[src/rtl/scsa_pkg.sv]
// Shared types, constants and address helper for the size-class slot allocator.
// Used by scsa_bitmap_mem, scsa_ctrl and size_class_slot_allocator_top.
package scsa_pkg;

  localparam int SLOTS_PER_ARRAY = 768;
  localparam int MAX_POOLS       = 8;
  localparam int MAX_ARRAYS      = 16;

  localparam int BITS_PER_WORD   = 64;
  localparam int WORDS_PER_ARRAY = (SLOTS_PER_ARRAY + BITS_PER_WORD - 1) / BITS_PER_WORD;
  localparam int TOTAL_WORDS     = MAX_POOLS * MAX_ARRAYS * WORDS_PER_ARRAY;
  localparam int ADDR_W          = $clog2(TOTAL_WORDS);
  localparam int LAST_WORD_BITS  = SLOTS_PER_ARRAY - (WORDS_PER_ARRAY - 1) * BITS_PER_WORD;

  localparam int KEY_W    = 16;
  localparam int POOL_W   = 3;
  localparam int ARR_W    = 4;
  localparam int SLOT_W   = 10;
  localparam int BIT_W    = 6;
  localparam int WIDX_W   = SLOT_W - BIT_W;
  localparam int PCNT_W   = 4;
  localparam int ACNT_W   = 5;
  localparam int STATUS_W = 2;

  typedef enum logic [STATUS_W-1:0] {
    ST_OK          = 2'd0,
    ST_NO_POOL     = 2'd1,
    ST_NO_ARRAY    = 2'd2,
    ST_BAD_RELEASE = 2'd3
  } status_t;

  typedef enum logic {
    OP_ACQUIRE = 1'b0,
    OP_RELEASE = 1'b1
  } opcode_t;

  typedef enum logic [3:0] {
    S_IDLE,
    S_ACQ_LOOK,
    S_ACQ_RD,
    S_ACQ_CHK,
    S_ACQ_OPEN,
    S_ACQ_SWEEP,
    S_REL_CHK,
    S_REL_WR,
    S_FIN
  } state_t;

  typedef struct packed {
    status_t           status;
    logic [POOL_W-1:0] pool;
    logic [ARR_W-1:0]  arr;
    logic [SLOT_W-1:0] slot;
  } result_t;

  typedef struct packed {
    logic               rd_en;
    logic [ADDR_W-1:0]  rd_addr;
    logic               wr_en;
    logic [ADDR_W-1:0]  wr_addr;
    logic [BITS_PER_WORD-1:0] wr_data;
  } mem_req_t;

  // Word address of one bitmap word: (pool * MAX_ARRAYS + arr) * WORDS_PER_ARRAY + word.
  function automatic logic [ADDR_W-1:0] word_addr(input logic [POOL_W-1:0] pool,
                                                  input logic [ARR_W-1:0]  arr,
                                                  input logic [WIDX_W-1:0] word);
    logic [ADDR_W-1:0] row;
    row = ADDR_W'({pool, arr});
    return ADDR_W'(row * ADDR_W'(WORDS_PER_ARRAY)) + ADDR_W'(word);
  endfunction

endpackage

[src/rtl/scsa_ctrl.sv]
// Sequencer for acquire and release: pool lookup, bitmap scan, array open and release.
// Depends on scsa_pkg; drives the bitmap RAM through a request struct.
module scsa_ctrl (
  input  logic                                clk,
  input  logic                                rst_n,
  input  logic                                in_take,
  input  logic                                in_opcode,
  input  logic [scsa_pkg::KEY_W-1:0]          in_capacity_key,
  input  logic [scsa_pkg::POOL_W-1:0]         in_release_pool,
  input  logic [scsa_pkg::ARR_W-1:0]          in_release_array,
  input  logic [scsa_pkg::SLOT_W-1:0]         in_release_slot,
  input  logic                                res_room,
  input  logic [scsa_pkg::BITS_PER_WORD-1:0]  rd_data,
  output scsa_pkg::mem_req_t                  mem_req,
  output logic                                busy,
  output logic                                res_valid,
  output scsa_pkg::result_t                   res
);

  localparam logic [scsa_pkg::WIDX_W-1:0] LAST_WORD =
    scsa_pkg::WIDX_W'(scsa_pkg::WORDS_PER_ARRAY - 1);

  scsa_pkg::state_t state_r, state_nxt;

  logic [scsa_pkg::KEY_W-1:0]  key_r,   key_nxt;
  logic [scsa_pkg::POOL_W-1:0] rpool_r, rpool_nxt;
  logic [scsa_pkg::ARR_W-1:0]  rarr_r,  rarr_nxt;
  logic [scsa_pkg::SLOT_W-1:0] rslot_r, rslot_nxt;
  logic [scsa_pkg::POOL_W-1:0] pool_r,  pool_nxt;
  logic [scsa_pkg::ARR_W-1:0]  arr_r,   arr_nxt;
  logic [scsa_pkg::WIDX_W-1:0] word_r,  word_nxt;
  scsa_pkg::result_t           res_r,   res_nxt;

  logic [scsa_pkg::PCNT_W-1:0] pools_used_r, pools_used_nxt;
  logic [scsa_pkg::ACNT_W-1:0] arrays_used_r [scsa_pkg::MAX_POOLS];
  logic [scsa_pkg::KEY_W-1:0]  pool_key_r    [scsa_pkg::MAX_POOLS];

  logic                        key_wr, arr_clr, arr_inc;
  logic [scsa_pkg::POOL_W-1:0] new_pool;

  // Key match over the open pools, lowest index wins.
  logic                        hit;
  logic [scsa_pkg::POOL_W-1:0] hit_idx;
  always_comb begin
    hit     = 1'b0;
    hit_idx = '0;
    for (int i = scsa_pkg::MAX_POOLS - 1; i >= 0; i--) begin
      if ((scsa_pkg::PCNT_W'(i) < pools_used_r) && (pool_key_r[i] == key_r)) begin
        hit     = 1'b1;
        hit_idx = scsa_pkg::POOL_W'(i);
      end
    end
  end

  // Bits past the end of the array count as busy in the last word.
  logic [scsa_pkg::BITS_PER_WORD-1:0] eff_word;
  logic                               has_free;
  logic [scsa_pkg::BIT_W-1:0]         free_bit;
  always_comb begin
    eff_word = rd_data;
    if (word_r == LAST_WORD) begin
      for (int b = scsa_pkg::LAST_WORD_BITS; b < scsa_pkg::BITS_PER_WORD; b++) begin
        eff_word[b] = 1'b1;
      end
    end
    has_free = ~&eff_word;
    free_bit = '0;
    for (int b = scsa_pkg::BITS_PER_WORD - 1; b >= 0; b--) begin
      if (!eff_word[b]) begin
        free_bit = scsa_pkg::BIT_W'(b);
      end
    end
  end

  logic [scsa_pkg::ACNT_W-1:0] cur_arrays;
  logic [scsa_pkg::ACNT_W-1:0] next_arr;
  logic                        rel_bad;
  assign cur_arrays = arrays_used_r[pool_r];
  assign next_arr   = {1'b0, arr_r} + scsa_pkg::ACNT_W'(1);
  assign rel_bad    = ({1'b0, rpool_r} >= pools_used_r) ||
                      ({1'b0, rarr_r} >= arrays_used_r[rpool_r]) ||
                      (rslot_r >= scsa_pkg::SLOT_W'(scsa_pkg::SLOTS_PER_ARRAY));

  // Next state and outputs.
  always_comb begin
    state_nxt      = state_r;
    key_nxt        = key_r;
    rpool_nxt      = rpool_r;
    rarr_nxt       = rarr_r;
    rslot_nxt      = rslot_r;
    pool_nxt       = pool_r;
    arr_nxt        = arr_r;
    word_nxt       = word_r;
    res_nxt        = res_r;
    pools_used_nxt = pools_used_r;
    key_wr         = 1'b0;
    arr_clr        = 1'b0;
    arr_inc        = 1'b0;
    new_pool       = pools_used_r[scsa_pkg::POOL_W-1:0];
    mem_req        = '0;
    res_valid      = 1'b0;

    unique case (state_r)
      scsa_pkg::S_IDLE: begin
        if (in_take) begin
          key_nxt   = in_capacity_key;
          rpool_nxt = in_release_pool;
          rarr_nxt  = in_release_array;
          rslot_nxt = in_release_slot;
          state_nxt = (in_opcode == scsa_pkg::OP_RELEASE) ? scsa_pkg::S_REL_CHK
                                                          : scsa_pkg::S_ACQ_LOOK;
        end
      end

      scsa_pkg::S_ACQ_LOOK: begin
        arr_nxt  = '0;
        word_nxt = '0;
        if (hit) begin
          pool_nxt  = hit_idx;
          state_nxt = (arrays_used_r[hit_idx] != '0) ? scsa_pkg::S_ACQ_RD
                                                     : scsa_pkg::S_ACQ_OPEN;
        end else if (pools_used_r == scsa_pkg::PCNT_W'(scsa_pkg::MAX_POOLS)) begin
          res_nxt   = '{status: scsa_pkg::ST_NO_POOL, default: '0};
          state_nxt = scsa_pkg::S_FIN;
        end else begin
          // Open the next pool and record its key.
          key_wr         = 1'b1;
          arr_clr        = 1'b1;
          pool_nxt       = new_pool;
          pools_used_nxt = pools_used_r + scsa_pkg::PCNT_W'(1);
          state_nxt      = scsa_pkg::S_ACQ_OPEN;
        end
      end

      scsa_pkg::S_ACQ_RD: begin
        mem_req.rd_en   = 1'b1;
        mem_req.rd_addr = scsa_pkg::word_addr(pool_r, arr_r, word_r);
        state_nxt       = scsa_pkg::S_ACQ_CHK;
      end

      scsa_pkg::S_ACQ_CHK: begin
        if (has_free) begin
          mem_req.wr_en   = 1'b1;
          mem_req.wr_addr = scsa_pkg::word_addr(pool_r, arr_r, word_r);
          mem_req.wr_data = rd_data |
                            (scsa_pkg::BITS_PER_WORD'(1) << free_bit);
          res_nxt         = '{status: scsa_pkg::ST_OK, pool: pool_r, arr: arr_r,
                              slot: {word_r, free_bit}};
          state_nxt       = scsa_pkg::S_FIN;
        end else if (word_r != LAST_WORD) begin
          word_nxt  = word_r + scsa_pkg::WIDX_W'(1);
          state_nxt = scsa_pkg::S_ACQ_RD;
        end else if (next_arr == cur_arrays) begin
          state_nxt = scsa_pkg::S_ACQ_OPEN;
        end else begin
          arr_nxt   = arr_r + scsa_pkg::ARR_W'(1);
          word_nxt  = '0;
          state_nxt = scsa_pkg::S_ACQ_RD;
        end
      end

      scsa_pkg::S_ACQ_OPEN: begin
        if (cur_arrays == scsa_pkg::ACNT_W'(scsa_pkg::MAX_ARRAYS)) begin
          res_nxt   = '{status: scsa_pkg::ST_NO_ARRAY, default: '0};
          state_nxt = scsa_pkg::S_FIN;
        end else begin
          arr_inc   = 1'b1;
          arr_nxt   = cur_arrays[scsa_pkg::ARR_W-1:0];
          word_nxt  = '0;
          state_nxt = scsa_pkg::S_ACQ_SWEEP;
        end
      end

      // Clear the new array word by word; word 0 gets slot 0 taken.
      scsa_pkg::S_ACQ_SWEEP: begin
        mem_req.wr_en   = 1'b1;
        mem_req.wr_addr = scsa_pkg::word_addr(pool_r, arr_r, word_r);
        mem_req.wr_data = (word_r == '0) ? scsa_pkg::BITS_PER_WORD'(1) : '0;
        if (word_r == LAST_WORD) begin
          res_nxt   = '{status: scsa_pkg::ST_OK, pool: pool_r, arr: arr_r, slot: '0};
          state_nxt = scsa_pkg::S_FIN;
        end else begin
          word_nxt = word_r + scsa_pkg::WIDX_W'(1);
        end
      end

      scsa_pkg::S_REL_CHK: begin
        if (rel_bad) begin
          res_nxt   = '{status: scsa_pkg::ST_BAD_RELEASE, default: '0};
          state_nxt = scsa_pkg::S_FIN;
        end else begin
          mem_req.rd_en   = 1'b1;
          mem_req.rd_addr = scsa_pkg::word_addr(rpool_r, rarr_r,
                                                rslot_r[scsa_pkg::SLOT_W-1:scsa_pkg::BIT_W]);
          state_nxt       = scsa_pkg::S_REL_WR;
        end
      end

      scsa_pkg::S_REL_WR: begin
        mem_req.wr_en   = 1'b1;
        mem_req.wr_addr = scsa_pkg::word_addr(rpool_r, rarr_r,
                                              rslot_r[scsa_pkg::SLOT_W-1:scsa_pkg::BIT_W]);
        mem_req.wr_data = rd_data &
                          ~(scsa_pkg::BITS_PER_WORD'(1) << rslot_r[scsa_pkg::BIT_W-1:0]);
        res_nxt         = '{status: scsa_pkg::ST_OK, default: '0};
        state_nxt       = scsa_pkg::S_FIN;
      end

      scsa_pkg::S_FIN: begin
        if (res_room) begin
          res_valid = 1'b1;
          state_nxt = scsa_pkg::S_IDLE;
        end
      end

      default: begin
        state_nxt = scsa_pkg::S_IDLE;
      end
    endcase
  end

  assign busy = (state_r != scsa_pkg::S_IDLE);
  assign res  = res_r;

  // Control state.
  always_ff @(posedge clk) begin
    if (!rst_n) begin
      state_r      <= scsa_pkg::S_IDLE;
      pools_used_r <= '0;
      for (int i = 0; i < scsa_pkg::MAX_POOLS; i++) begin
        arrays_used_r[i] <= '0;
      end
    end else begin
      state_r      <= state_nxt;
      pools_used_r <= pools_used_nxt;
      if (arr_clr) begin
        arrays_used_r[new_pool] <= '0;
      end else if (arr_inc) begin
        arrays_used_r[pool_r] <= cur_arrays + scsa_pkg::ACNT_W'(1);
      end
    end
  end

  // Working registers and pool keys.
  always_ff @(posedge clk) begin
    key_r   <= key_nxt;
    rpool_r <= rpool_nxt;
    rarr_r  <= rarr_nxt;
    rslot_r <= rslot_nxt;
    pool_r  <= pool_nxt;
    arr_r   <= arr_nxt;
    word_r  <= word_nxt;
    res_r   <= res_nxt;
    if (key_wr) begin
      pool_key_r[new_pool] <= key_r;
    end
  end

endmodule

[config.mk]
export PLATFORM = sky130hd
export DESIGN_NAME = scsa_ctrl
export DESIGN_NICKNAME = d
export VERILOG_FILES = /design/src/rtl/scsa_pkg.sv /design/src/rtl/scsa_ctrl.sv
export SDC_FILE = /design/constraint.sdc
export NUM_CORES = 1
export LEC_CHECK = 0
export BUFFER_PORTS_ARGS = -buffer_cell sky130_fd_sc_hd__buf_2
export CAP_MARGIN = 15
export CORE_MARGIN = 2
export CORE_UTILIZATION = 40
export DETAILED_ROUTE_END_ITERATION = 10
export GPL_ROUTABILITY_DRIVEN = 0
export PLACE_DENSITY_LB_ADDON = 0.08
export SYNTH_ARGS = -nofsm -noshare
export SYNTH_HDL_FRONTEND = slang
export SYNTH_SLANG_ARGS = --single-unit
[constraint.sdc]
create_clock -name clk -period 10.2 [get_ports clk]
set_input_delay 1.02 -clock clk [delete_from_list [all_inputs] [get_ports clk]]
set_output_delay 1.02 -clock clk [all_outputs]
set_load 0.02 [all_outputs]
==> results of run 1 <==
[per-stage QoR]
| stage | power, uW | area [um2] | utilization | worst slack, ps |
|---|---|---|---|---|
| detailed placement | 2705 | 16400 | 0.4492 | 4928 |
| floorplan | 2302 | 14820 | - | 5707 |
| global placement | 2693 | 16380 | 0.4485 | 4922 |
| CTS | 3698 | 17310 | 0.4739 | 4344 |
| global route | 3876 | 17310 | 0.4739 | 4081 |
| finish | 3675 | 17310 | 0.4739 | 4431 |
[synthesized netlist by cell type, drive strengths merged, types with 4 or more instances]
library cell and n:
edfxtp 231, nor2 139, a21oi 110, nand2 102, xnor2 94, o21ai 92, xor2 73, inv 44
nand3 42, nand4 42, nor3 41, clkbuf 39, ha 31, buf 25, nor4 24, nor2b 21
mux4 20, a31oi 19, nand2b 16, o22ai 15, dfxtp 14, o22a 14, or3 14, nor3b 13
a21o 12, mux2i 11, or2 11, and3 8, o31ai 8, or4 8, o21bai 7, and2 6
a21boi 5, a41oi 5, a211oi 4, and4 4, fa 4, mux2 4, nand3b 4
[per-layer routing]
metal	share of wire	vias to the layer above
li1	-	5695
met1	0.44	6001
met2	0.46	567
met3	0.065	126
met4	0.040	0
met5	0	-
[logic make-up (layout without fill, tap and decap cells)]
family	Yosys count	after routing	synth area share
simple gates	507	507	0.1752
compound gates	323	323	0.1358
flops	245	245	0.4869
xor+xnor	167	167	0.09867
buf+inv	109	332	0.03072
fa+ha+maj	35	35	0.03157
mux	35	35	0.04111
other cells	0	1	0
[where the power goes]
part           internal (uW)  total [uW]  switching [uW]
clock network            570         982             413
registers               1280        1450             173
logic                    486        1240             755
total                   2340        3680            1340
[registers in the layout, summed over array words and instances (netlist names), named ones only]
| signal | count |
|---|---|
| arrays_used_r | 40 |
| pool_key_r | 128 |
| arr_r | 4 |
| pools_used_r | 4 |
| pool_r | 3 |
| word_r | 4 |
| rpool_r | 3 |
| state_r | 4 |
| rarr_r | 4 |
| rslot_r | 10 |
| res | 19 |
| key_r | 16 |
[cells in the final DEF, fill, tap and decap left out, drive strengths merged, types with 31 or more instances in the layout]
cell / instances
xor2: 73
o21ai: 92
nand4: 42
nor3: 41
nor2: 139
nand2: 102
a21oi: 110
nand3: 42
buf: 236
edfxtp: 231
inv: 46
clkbuf: 31
xnor2: 94
ha: 31
[final cells by class]
cell class                 instances  area (um2)
clock buffer                      31       733.2
inverter                          45       168.9
antenna                            1       2.502
timing repair buffer             236        1254
fill                            3436       19210
sequential                       245        7217
multi-input combinational       1067        7179
tap                              468       585.6
clock inverter                    20       168.9
[path summary, 6_finish.rpt]
check / from / end
setup / recovery: flip-flop / mem_req[86]
hold / removal: pools_used_r[0] / pools_used_r[0]
setup reg to reg: flip-flop / res[6]
hold reg to reg: pools_used_r[0] / pools_used_r[0]
[worst reg2reg max path, stage by stage (launching register included)]
cell	delay, ps
dfxtp_1	790
mux4_2	600
mux2i_1	580
ha_1	290
a41oi_2	220
nor2_1	240
nand4_1	130
nor2_2	850
==> flow_summary.ini, run 1 <==
[critical_path]
r2r_setup_slack_ps = 6110
endpoint_kind = output pin
cp_data_required_time_ps = 9180
crit_chain = mux4_2 -> mux2_2 -> ha_1 -> nand2b_1 -> a21o_1 -> a21o_1 -> a21o_1 -> a21oi_1 -> clkinv_1 -> or2_2 -> a31oi_1 -> buf_2
crit_fanout = 10
worst-path-buf-inv = 2
cp_slowest_stage_delay_ps = 730
ff2ff_path_depth = 7
crit_type = flip-flop to output pin
crit_family = compound AO/OA/AOI/OAI gates
startpoint_type = flip-flop
cpMostUsedCell = a21o_1
cp.depth = 12
cp.arrival_ps = 4750
crit_path_top_delay_cell = dfxtp_1

[floorplan]
rows = 70
die_y_um = 196.5
dieArea_mm2 = 0.03861
core_area_mm2 = 0.03652
start_util = 0.4059
die_w_um = 196.5
pin_count = 211

[synth]
synthArstFlopShare = 0
synth_nets = 1558
netlist.area_leader.share = 0.4680
synth_area_mm2 = 0.01482
ys_seq_area_frac = 0.4869
yosys-top-cells-area = edfxtp_1, xnor2_1, xor2_1
synth_top_cell_by_area = edfxtp_1
postSynthAreaPerCell_um2 = 10.43
syn-instance-count = 1421
ys.flop_type = edfxtp_1
ys_ff_latch = 245
synth_edf_count = 231
synth_cell_types = 83
yosysWarnings = 0

[sta]
finalSetupViolCount = 0
finClkSkew_ps = 22.65
fin_hold_ws_ps = 575.6
fin_crit_ps = 5769
tightestPinTransition_ps = 1109
max_freq_mhz = 173.3
tns_ps = 0
maxSlewViolCount = 0
final.period_utilization = 0.5656
grt_setup_unrepaired = no
slew_headroom = 0.2499
hold_viol_final = 0

[clock_tree]
cts.hold.buffers_added = 0
cts-root-buf = clkbuf_16
post_cts.repair.setup_buffers = 0
cts_tree = yes
clockBufferDepth = 3
post_cts_resized = 0
insertion_delay_ps = 550
cts.sinks = 245
clk_pin_slew_worst_paths_ps = 60
htree_levels = 1
cts_buffers = 28

[placed_design]
hpwlAfterDp_mm = 34.93
numPlacedInstances = 2061
port_buffers = 210

[power_and_ir_drop]
power.density_mw_per_mm2 = 212.3
leakagePower_uw = 0.006359
ir_drop_uv = 150.5

[global_route]
grt_max_degree = 49
grt_remaining_overflow = 0
grt_pass1_wl_mm = 72.11
antenna_found_initial = 0
met3_usage = 0.02943
grt_pass1_vias = 12030
met1_usage = 0.3331
top_usage_layer = met2
grtUsageMet2 = 0.3939
grt.total_usage = 0.2422

[flow_run]
maxCapViolations = 0

[routing]
viasPerCell = 5.863
drcViolationCount = 0
via_count = 12390
wire_per_inst_um = 22.56
drt_iter0_drc = 1157
postRouteAntennaNets = 0
firstDrtPassIters = 5
wl_mm = 47.67

[final_layout]
fin_cells = 2113
nNetsFinal = 1760
drive_gt1_frac = 0.2111
syn_to_final_growth_pct = 16.77

[worst_hold_path]
hold-path-cell-count = 2
hp-class = flip-flop to flip-flop

[run_status]
status = completed
Note: power is estimated with default switching activity, not from simulation.
==> run 2, diff against run 1 <==
- clock period: 10.2 -> 4.8 ns (I/O delays scaled with it)
==> run 2 against run 1 <==
Compared with the run above: critical path depth up 1; sequential power up 120%; register-to-register slack worse by 5100 ps; routed wire length down 2.4%; sequential share of layout area down 0.35 points; via count down 1.1%; core utilization up 0.40 points; setup slack worse by 4200 ps; count of clock-buffer cells in the layout down 1; largest power group unchanged.
==> flow_summary.ini, run 2 (same netlist as run 1, synthesis figures left out) <==
[run_status]
status = completed

[sta]
slew_headroom = 0.3391
fin_hold_ws_ps = 63.46
finalSetupViolCount = 0
final.period_utilization = 0.9496
maxSlewViolCount = 0
grt_setup_unrepaired = no
tns_ps = 0
hold_viol_final = 0
tightestPinTransition_ps = 990.0
max_freq_mhz = 219.4
finClkSkew_ps = 65.07
fin_crit_ps = 4558

[power_and_ir_drop]
switching_share = 0.3592
seq_power_share = 0.396
power.total_uw = 7929
leakagePower_uw = 0.006463
ir_drop_uv = 277.5
pwr-share-clk = 0.274
p_comb_frac = 0.330
internal-power_uw = 5081
p_sw_uw = 2848
power.density_mw_per_mm2 = 454.2

[final_layout]
nFillCells = 3381
layout_common_cells = edfxtp_1, buf_2, nor2_1
multi_input_area_mm2 = 0.007179
mostFrequentLayoutCell = edfxtp_1
regArea_mm2 = 0.007218
syn_to_final_growth_pct = 17.77
largest_reg_flops = 128
nNetsFinal = 1775
antenna_cells = 0
drive_gt1_frac = 0.2217
regMostFlops = pool_key_r

[floorplan]
start_util = 0.4059
pin_count = 211
die_w_um = 196.5
rows = 70
die_y_um = 196.5
dieArea_mm2 = 0.03861
core_area_mm2 = 0.03652

[critical_path]
crit_chain = mux4_2 -> mux2_2 -> ha_1 -> nand2b_1 -> a21o_1 -> a21o_1 -> a21o_1 -> a21oi_1 -> buf_4 -> clkinv_1 -> or2_2 -> a31oi_1 -> buf_2
r2r-start = key_r[2]
cp_data_required_time_ps = 4320
endpoint_kind = output pin
cp_slowest_stage_delay_ps = 540
crit_path_top_delay_cell = mux4_2
cpMostUsedCell = a21o_1
startpoint_type = flip-flop
crit_fanout = 9
cp.arrival_ps = 4080
crit_type = flip-flop to output pin

[global_route]
grt.total_usage = 0.2351
grt_pass1_vias = 11760
grt_pass1_wl_mm = 69.96
antenna_found_initial = 0
grtUsageMet2 = 0.3857
met1_usage = 0.3278
met3_usage = 0.03320
grt_remaining_overflow = 0
top_usage_layer = met2
grt_max_degree = 42

[routing]
firstDrtPassIters = 9
postRouteAntennaNets = 0
drcViolationCount = 0
viasPerCell = 5.757
via_count = 12250
wl_mm = 46.53
drt_iter0_drc = 1120
wire_per_inst_um = 21.87

[clock_tree]
insertion_delay_ps = 590
cts_buffers = 28
clk_pin_slew_worst_paths_ps = 60
post_cts.repair.setup_buffers = 0
clockBufferDepth = 3
htree_levels = 1
cts.hold.buffers_added = 0
cts_tree = yes
cts-root-buf = clkbuf_16
cts.sinks = 245

[worst_hold_path]
hp-class = input port to flip-flop
min_from = in_capacity_key[10]

[placed_design]
port_buffers = 210
hpwlAfterDp_mm = 35.28

[flow_run]
maxCapViolations = 0
==> run 2: cell types whose count changed in the layout (fill, tap and decap cells not counted), sizes merged <==
cell,previous run,this run
buf,236,251
clkinv,15,18
bufinv,2,4
inv,46,44
clkbuf,31,30
clkinvlp,2,1
diode,1,0
==> run 2: stage by stage <==
step           std cells  area, um2    util  setup slack [ps]
2_1_floorplan       1421      14820       -             846.8
3_3_place_gp        2076      16510  0.4520             681.1
3_5_place_dp        2076      16510  0.4520             701.5
4_1_cts             2128      17460  0.4779             85.38
5_1_grt             2128      17460  0.4780             80.03
6_report            2128      17460  0.4780             241.8
==> run 2: routing by layer <==
metal | wire (um) | up-vias
li1 | - | 5714
met1 | 20630 | 5857
met2 | 21320 | 600
met3 | 3367 | 80
met4 | 1218 | 0
met5 | 0 | -
==> run 2: worst paths after layout <==
kind	to	slack (ps)	cells past startpoint
setup / recovery	mem_req[86]	240	13
hold / removal	key_r[10]	60	1
hold reg to reg	flip-flop	580	2
setup reg to reg	arrays_used_r[6][3]	1060	9
==> run 2: cell type report <==
class                           count  share of cell area
Clock buffer                       30             0.04057
Clock inverter                     22             0.01362
Inverter                           45            0.009676
Multi-Input combinational cell   1067              0.4113
Sequential cell                   245              0.4135
Tap cell                          468             0.03354
Timing Repair Buffer              251             0.07784
==> run 2: repair_timing <==
action | in CTS | in global routing
resized for setup | 0 | 1
endpoints found under the setup margin | 0 | 1
endpoints found under the hold margin | 0 | 0
==> run 2: critical path: cells and delay by family, from the launching register on <==
family / cells / cell delay [ps]
compound gates: 5 / 800
fa+ha+maj: 1 / 270
buf+inv: 3 / 620
flops: 1 / 450
mux: 2 / 840
simple gates: 2 / 520
==> run 2: power groups by stage <==
stage / registers [uW] / logic, uW / clock network, uW
2_1_floorplan: 2950 / 1940 / 0
3_3_place_gp: 3180 / 2590 / 0
3_5_place_dp: 3190 / 2600 / 0
4_1_cts: 3140 / 2610 / 2220
5_1_grt: 3190 / 2870 / 2300
6_report: 3140 / 2620 / 2170
